==> src/hdl/pcf_pkg.sv <==
// Shared types, operation codes and CRC-32 fold functions for the PNG chunk framer.
// No dependencies.
package pcf_pkg;

  localparam logic [1:0] OP_BEGIN  = 2'd0;
  localparam logic [1:0] OP_DATA   = 2'd1;
  localparam logic [1:0] OP_FINISH = 2'd2;
  localparam logic [1:0] OP_NONE   = 2'd3;

  localparam logic [31:0] CRC_POLY = 32'hEDB8_8320;
  localparam logic [31:0] CRC_ONES = 32'hFFFF_FFFF;

  // CRC update request from the input stage to the CRC register
  typedef struct packed {
    logic        load;
    logic [1:0]  op;
    logic [31:0] chunk_type;
    logic [7:0]  data_byte;
  } pcf_crc_req_t;

  // Reflected CRC-32, one byte, LSB first
  function automatic logic [31:0] crc_fold_byte(input logic [31:0] c_in,
                                                input logic [7:0]  b);
    logic [31:0] c;
    c = c_in ^ {24'd0, b};
    for (int k = 0; k < 8; k++) begin
      if (c[0]) c = CRC_POLY ^ (c >> 1);
      else      c = c >> 1;
    end
    return c;
  endfunction

  // Fold the four type bytes, top byte first, from the preset
  function automatic logic [31:0] crc_fold_type(input logic [31:0] w);
    logic [31:0] c;
    c = CRC_ONES;
    for (int i = 3; i >= 0; i--) begin
      c = crc_fold_byte(c, w[8*i +: 8]);
    end
    return c;
  endfunction

endpackage

==> src/hdl/pcf_crc.sv <==
// Running CRC-32 register for the PNG chunk framer.
// Depends on pcf_pkg for the request struct, op codes and fold functions.
module pcf_crc
  import pcf_pkg::*;
(
  input  logic         clk,
  input  logic         rst,
  input  pcf_crc_req_t req,
  output logic [31:0]  crc_final
);

  logic [31:0] crc_accum;
  logic [31:0] crc_accum_next;

  always_comb begin
    crc_accum_next = crc_accum;
    if (req.load) begin
      unique case (req.op)
        OP_BEGIN:  crc_accum_next = crc_fold_type(req.chunk_type);
        OP_DATA:   crc_accum_next = crc_fold_byte(crc_accum, req.data_byte);
        OP_FINISH: crc_accum_next = CRC_ONES;
        default:   crc_accum_next = crc_accum;
      endcase
    end
  end

  always_ff @(posedge clk) begin
    if (rst) begin
      crc_accum <= CRC_ONES;
    end else begin
      crc_accum <= crc_accum_next;
    end
  end

  assign crc_final = crc_accum ^ CRC_ONES;

endmodule

==> src/hdl/png_chunk_framer_crc32.sv <==
// PNG chunk framer: one input word in, 8 (begin), 1 (data) or 4 (finish) output bytes out,
// one byte per cycle while out_stall is low. An input register holds one word while the byte
// serialiser drains and stalls the input until the serialiser frees; the serialiser therefore
// sets the sustained word rate. With both stages empty a word passes through the input register
// and then the serialiser before its first byte is presented. Op code 3 is accepted and dropped.
// No reset sweep; the block is ready the cycle after reset.
// Depends on pcf_pkg and pcf_crc.
module png_chunk_framer_crc32
  import pcf_pkg::*;
(
  input  logic        clk,
  input  logic        rst,
  input  logic        in_valid,
  output logic        in_stall,
  input  logic [1:0]  op,
  input  logic [31:0] chunk_type,
  input  logic [30:0] chunk_length,
  input  logic [7:0]  data_byte,
  output logic        out_valid,
  input  logic        out_stall,
  output logic [7:0]  out_byte,
  output logic        run_last
);

  // input register
  logic        a_valid;
  logic [1:0]  a_op;
  logic [31:0] a_type;
  logic [30:0] a_len;
  logic [7:0]  a_data;

  // byte serialiser, top byte goes out first
  logic [63:0] ser_data;
  logic [63:0] ser_data_next;
  logic [3:0]  ser_cnt;
  logic [3:0]  ser_cnt_next;

  logic         ser_free;
  logic         a_move;
  logic         in_take;
  logic         out_take;
  logic [31:0]  crc_final;
  pcf_crc_req_t crc_req;

  assign out_valid = (ser_cnt != 4'd0);
  assign out_byte  = ser_data[63:56];
  assign run_last  = (ser_cnt == 4'd1);
  assign out_take  = out_valid && !out_stall;

  assign ser_free = (ser_cnt == 4'd0) || (ser_cnt == 4'd1 && !out_stall);
  assign a_move   = a_valid && ser_free;
  assign in_stall = a_valid && !ser_free;
  assign in_take  = in_valid && !in_stall;

  assign crc_req.load       = a_move;
  assign crc_req.op         = a_op;
  assign crc_req.chunk_type = a_type;
  assign crc_req.data_byte  = a_data;

  pcf_crc u_crc (
    .clk       (clk),
    .rst       (rst),
    .req       (crc_req),
    .crc_final (crc_final)
  );

  always_ff @(posedge clk) begin
    if (rst) begin
      a_valid <= 1'b0;
    end else if (in_take && op != OP_NONE) begin
      a_valid <= 1'b1;
    end else if (a_move) begin
      a_valid <= 1'b0;
    end
  end

  always_ff @(posedge clk) begin
    if (in_take) begin
      a_op   <= op;
      a_type <= chunk_type;
      a_len  <= chunk_length;
      a_data <= data_byte;
    end
  end

  always_comb begin
    ser_data_next = ser_data;
    ser_cnt_next  = ser_cnt;
    if (out_take) begin
      ser_data_next = {ser_data[55:0], 8'd0};
      ser_cnt_next  = ser_cnt - 4'd1;
    end
    if (a_move) begin
      unique case (a_op)
        OP_BEGIN: begin
          ser_data_next = {1'b0, a_len, a_type};
          ser_cnt_next  = 4'd8;
        end
        OP_DATA: begin
          ser_data_next = {a_data, 56'd0};
          ser_cnt_next  = 4'd1;
        end
        OP_FINISH: begin
          ser_data_next = {crc_final, 32'd0};
          ser_cnt_next  = 4'd4;
        end
        default: begin
          ser_data_next = ser_data;
        end
      endcase
    end
  end

  always_ff @(posedge clk) begin
    if (rst) begin
      ser_cnt <= 4'd0;
    end else begin
      ser_cnt <= ser_cnt_next;
    end
  end

  always_ff @(posedge clk) begin
    ser_data <= ser_data_next;
  end

`ifndef NO_ASSERTIONS
  a_cnt_range: assert property (@(posedge clk) disable iff (rst)
    ser_cnt <= 4'd8)
    else $error("serialiser count out of range");

  a_begin_load: assert property (@(posedge clk) disable iff (rst)
    a_move && a_op == OP_BEGIN |=> ser_cnt == 4'd8)
    else $error("begin word did not load eight bytes");

  a_stall_hold: assert property (@(posedge clk) disable iff (rst)
    out_valid && out_stall |=> ser_cnt == $past(ser_cnt))
    else $error("serialiser changed while output stalled");

  a_stall_cause: assert property (@(posedge clk) disable iff (rst)
    in_stall |-> a_valid && out_valid)
    else $error("input stalled with nothing pending");
`endif

endmodule

==> config.mk <==
export PLATFORM = sky130hd
export DESIGN_NAME = png_chunk_framer_crc32
export DESIGN_NICKNAME = d
export VERILOG_FILES = /design/src/hdl/pcf_pkg.sv /design/src/hdl/pcf_crc.sv /design/src/hdl/png_chunk_framer_crc32.sv
export SDC_FILE = /design/constraint.sdc
export NUM_CORES = 1
export LEC_CHECK = 0
export BUFFER_PORTS_ARGS = -buffer_cell sky130_fd_sc_hd__buf_2
export CAP_MARGIN = 0
export CORE_ASPECT_RATIO = 1.5
export CORE_UTILIZATION = 29
export CTS_CLUSTER_DIAMETER = 100
export DETAILED_ROUTE_END_ITERATION = 10
export RECOVER_POWER = 50
export SYNTH_ARGS = -nofsm -noshare
export SYNTH_HDL_FRONTEND = slang
export SYNTH_SLANG_ARGS = --single-unit
export TNS_END_PERCENT = 50
==> constraint.sdc <==
create_clock -name clk -period 4.82 [get_ports clk]
set_input_delay 0.964 -clock clk [delete_from_list [all_inputs] [get_ports clk]]
set_output_delay 0.964 -clock clk [all_outputs]
set_load 0.01 [all_outputs]
# Yosys cells after proc, flatten, opt, wreduce, memory -nomap -nowiden
# Cells that the tools add are included.
# word_totals
ff_bits	174
out_inout_bits	11
word_cells	203
# op_classes
eq_ne	5
bitwise	46
addsub	1
mux	125
n_reduce_logical	18
# ops
op	n
two-way mux 32 bit	116
inverter 13 -> 14 bit	40
case mux 64 bit (3 select lines)	1
two-way mux 64 bit	2
XOR 32 x 8 -> 32 bit	4
case mux 32 bit (3 select lines)	1
inverter 32 bit	1
inverter 8 -> 32 bit	1
case mux 4 bit (3 select lines)	1
two-way mux 4 bit	2
logical AND 1 bit	6
== test 4 x 1 -> 1 bit (second input constant)	1
logical NOT 4 bit	1
inequality test 4 x 1 -> 1 bit (second input constant)	1
AND reduction 2 bit	2
nonzero test 2 bit	2
nonzero test 4 bit	1
subtractor 4 x 1 -> 4 bit (second input constant)	1
logical NOT 1 bit	3
nonzero test 3 bit	1
== test 2 x 1 -> 1 bit (second input constant)	1
== test 2 bit (second input constant)	1
logical NOT 2 bit	1
two-way mux 1 bit	2
2 further kinds	2

# Depth between registers and ports, before layout
# logic_depth
word_depth	131
ltp_mapped	10

# Modules after synthesis
# A second synthesis with hierarchy kept.
# unflattened
cells_unflattened	948
area_unflattened_um2	11104.4
# modules_own_cells
module	cells_each	instances	seq_area_each_um2	area_per_inst_um2
png_chunk_framer_crc32	437	1	4214.0	5816.8
pcf_crc	511	1	640.6	5287.6

# Worst setup path after synthesis
# Ideal clock, no wire load.
# synth_timing
path_kind	in2reg
start	input port out_stall
end	register ser_data[0] (enable)
setup_ps	486
t_arrival_ps	4393
stages	6
path_slack_ps	-59
cell_sequence	inv_1 > a21oi_1 > nand3b_1 > clkbuf_1 > nor4_1 > nor2_1
# synth_via
elab_chain_len	6
# synth_lines
element	line	rtl
start: declaration	png_chunk_framer_crc32.sv:20	input logic out_stall,
logical NOT 1 bit (*)	png_chunk_framer_crc32.sv:48, png_chunk_framer_crc32.sv:50	
logical AND 1 bit	png_chunk_framer_crc32.sv:50	assign ser_free = (ser_cnt == 4'd0) || (ser_cnt == 4'd1 && !out_stall);
logical OR 1 bit	png_chunk_framer_crc32.sv:50	
logical AND 1 bit	png_chunk_framer_crc32.sv:51	assign a_move = a_valid && ser_free;
inequality test 4 x 1 -> 1 bit (no source line) or nonzero test 2 bit (tied branches)	-	
AND reduction 2 bit (no source line) (*)	-	
end signal: assignment	png_chunk_framer_crc32.sv:123	ser_data <= ser_data_next;
end: declaration	png_chunk_framer_crc32.sv:33	logic [63:0] ser_data;
# Every way passes the cells marked *; elsewhere a longest branch is shown, timed or not.
# A chain may end at the register's enable or synchronous reset.

# Final worst setup path
# layout_timing
start	register a_type[19]
end	register u_crc.crc_accum[3]
# layout_via
elab_chain_len	81
# layout_lines
element	line	rtl
start: declaration	png_chunk_framer_crc32.sv:28	logic [31:0] a_type;
start signal: assignment	png_chunk_framer_crc32.sv:80	a_type <= chunk_type;
XOR 32 x 8 -> 32 bit (*)	pcf_pkg.sv:25	c = c_in ^ {24'd0, b};
two-way mux 32 bit (*)	pcf_pkg.sv:27	if (c[0]) c = CRC_POLY ^ (c >> 1);
two-way mux 32 bit (*)	pcf_crc.sv:18	unique case (req.op)
two-way mux 32 bit (*)	pcf_crc.sv:17	if (req.load) begin
two-way mux 32 bit (*)	pcf_pkg.sv:27	
two-way mux 32 bit (*)	pcf_crc.sv:18	
two-way mux 32 bit (*)	pcf_crc.sv:17	
two-way mux 32 bit (*)	pcf_pkg.sv:27	
(+65 left out)	-	
two-way mux 32 bit (*)	pcf_pkg.sv:27	
two-way mux 32 bit (*)	pcf_crc.sv:18	
two-way mux 32 bit (*)	pcf_crc.sv:17	
two-way mux 32 bit (*)	pcf_pkg.sv:27	
two-way mux 32 bit (*)	pcf_crc.sv:18	
two-way mux 32 bit (*)	pcf_crc.sv:17	
two-way mux 32 bit (*)	pcf_pkg.sv:27	
case mux 32 bit (3 select lines) (*)	pcf_crc.sv:18	
end signal: assignment	pcf_crc.sv:31	crc_accum <= crc_accum_next;
end: declaration	pcf_crc.sv:12	logic [31:0] crc_accum;
# Every way passes the cells marked *; elsewhere a longest branch is shown, timed or not. The select of a mux whose other input is x is not followed.

==> run metrics <==
row cnt 85; Clock Sinks 174; Residual DRC 0; Reg2Reg Depth 8; status complete, but fails checks; wirelength, routed 27,300 um; register area share after synthesis 45.4%; top cell type by total area after synthesis edfxtp_1; CP Class flip-flop to flip-flop; CTS resizes 0; global-route usage over all layers 14.8%; Num CTS Buffers 17; DR WL/cell around 18 um; Area Growth Syn to Fin 13.3%; CTS max path bufs 2; CP required 5.16 ns; number of global-route vias before repair approximately 7,000; max incr delay on CP 0.78 ns; Distinct cells, synth 44; final hold violations 0; H-tree levels 4; fill count about 3,600; clock transition at the registers of the reported paths 0.07 ns; arrival time worst endpoint 4.48 ns; Layout Skew 0.0125 ns; hold buffers post-CTS 0; Min-Delay Endpoint u_crc.crc_accum[29]; post-CTS setup buffer count 0; MaxCap Viol Count 2; I/O Pins 88; first-pass GRT wire length about 42,000 um; Fmax 0.241 GHz; relative slew slack -57.6%; RSZ-0062 raised after global routing no; synth warn 0; IO buf count 87; Critical Path Sink Type flip-flop; worst-path fanout max 8; CP most frequent cell xnor3_2; Die Y 237 um; n_diodes 0; RR Endpoint u_crc.crc_accum[3]; Main synth FF type edfxtp_1; DRT iter0 DRCs 527; violated checks max-capacitance violations, max-slew violations; synth top area cells edfxtp_1, xnor2_1, dfxtp_1, xnor3_1, xor2_1; top-area cell type share of the netlist area 38.5%; slowest stage cell, crit path xnor3_1; routability cong. between 0.9 and 1; Initial DRT Pass Iterations 4; CP Launch Type flip-flop; largest net degree at the start of global routing 77; Cells after Synth between 900 and 1,000; Final #Nets between 1,000 and 1,500; core area 36,100 sq um; Root Buffer clkbuf_16; die area 37,600 sq um; max-slew violation count 51; DP HPWL 20,400 um; CTS tree yes; layout cell share with drive strength beyond 1 between 15 and 20%; vias per cell 4.58; starting density of the core around 30%; fin crit share 86.0%; number of synthesized flops with an enable pin 137; #FFs+latches synth 174; R2R setup slack slightly below 0.7 ns; Final setup viols 0; RR Startpoint a_type[19]; initial antenna violation count 0; via count 6,758; syn nets 1,012; WHS Path Cells 2; slew of the pin with the lowest slew margin around 2.4 ns; Post-DRT Antenna Nets 0; Final min period 4.15 ns; cell area after synthesis 10,700 sq um; cell chain of the critical path xnor3_2 > xor3_2 > xnor3_2 > xnor3_1 > xnor3_2 > xnor2_1 > nand2_1 > a221o_1; DIE WIDTH 159 um; fraction of registers with async set/reset 0%; min-delay worst type flip-flop to flip-flop; syn_area_per_cell ~12 sq um; Clock Latency Late Sink 0.45 ns; remaining global-route overflow 0; min-delay src u_crc.crc_accum[29]; setup_tns 0 ns
registers in the layout, summed over array words and instances (netlist names):
signal,flops
a_data,8
a_len,31
a_op,2
a_type,32
a_valid,1
ser_cnt,4
ser_data,64
u_crc.crc_accum,32
through the flow:
step                hold slack [ns]  util [%]  instances  area (sq um)  setup slack, ns
global route                  0.509      33.6       1476         12100            0.518
detailed placement            0.461      32.0       1444         11500            0.729
global placement              0.454      32.0       1444         11500            0.782
finish                        0.474      33.6       1476         12100            0.674
CTS                           0.477      33.7       1476         12100            0.717
floorplan                     0.439         -        929         10700            0.998
kinds of logic (layout without fill, tap and decap cells):
kind of cell | count (synthesis) | count (layout) | share of synthesized area, %
AO/OA/AOI/OAI | 169 | 169 | 9.47
XOR/XNOR | 302 | 302 | 33.1
adder cells (fa/ha/maj) | 6 | 6 | 0.702
buffers and inverters | 78 | 147 | 3.45
flip-flops | 174 | 174 | 45.4
AND/OR/NAND/NOR | 200 | 200 | 7.84
cell usage in the layout, fill, tap and decap left out, drive strengths merged, types with 2 or more instances in the layout:
cell | synthesis | layout
xnor2 | 200 | 200
edfxtp | 137 | 137
nand2 | 108 | 108
buf | 26 | 86
a21oi | 63 | 63
o21ai | 55 | 55
xor2 | 53 | 53
nor2 | 44 | 44
dfxtp | 37 | 37
xnor3 | 35 | 35
clkbuf | 39 | 33
nor3 | 30 | 30
inv | 12 | 21
o31ai | 17 | 17
a221oi | 15 | 15
xor3 | 14 | 14
and2 | 11 | 11
a211oi | 8 | 8
ha | 6 | 6
clkinv | 1 | 5
a211o | 4 | 4
a2bb2oi | 3 | 3
nand3b | 2 | 2
bufinv | 0 | 2
critical path: cells and delay by family (launching register included):
kind | cells | cell delay, ns
AOI/OAI and AO/OA | 1 | 0.36
DFF | 1 | 0.55
xor gates and xnor gates | 6 | 3.04
and+or+nand+nor | 1 | 0.07
layout make-up:
cell class	instances	area (sq um)	area share [%]
clock buffer	17	425	3.51
tap	478	598	4.94
inverter	13	48.8	0.403
clock inverter	15	190	1.57
multi-input combinational	677	5470	45.2
sequential	174	4850	40.1
timing repair buffer	102	524	4.33
cell usage after synthesis (2+ instances only):
cell / count
xnor2_2: 7
nand3b_1: 2
nor3_1: 30
xnor2_1: 190
xor2_1: 48
o21ai_0: 55
xnor3_1: 26
a211oi_1: 8
a21oi_1: 63
nor2_1: 44
edfxtp_1: 137
xor3_4: 3
clkbuf_1: 39
a2bb2oi_1: 3
ha_1: 6
xor2_4: 2
o31ai_1: 17
a211o_1: 4
buf_6: 4
xor2_2: 3
inv_1: 12
buf_2: 7
a221oi_1: 14
nand2_1: 108
and2_1: 11
dfxtp_1: 37
xnor2_4: 3
xnor3_4: 3
buf_1: 5
buf_4: 10
xnor3_2: 6
xor3_1: 8
xor3_2: 3
worst max path at each step:
stage | to | cells past startpoint | from
floorplan | ser_data[0] | 6 | out_stall
detailed placement | u_crc.crc_accum[3] | 8 | a_type[25]
global route | u_crc.crc_accum[3] | 8 | a_type[25]
CTS | u_crc.crc_accum[3] | 8 | a_type[19]
finish | u_crc.crc_accum[3] | 8 | a_type[19]
global placement | u_crc.crc_accum[3] | 8 | a_type[19]
per-layer routing:
metal	GRT usage, %	routed length, um	vias up
li1	-	-	3316
met1	16.9	11100	3205
met2	26.4	13900	179
met3	2.18	907	58
met4	8.21	1340	0
met5	0	0	-
Power is not shown: default switching activity piles up to over one toggle a cycle in this logic, so the estimate is an artifact.
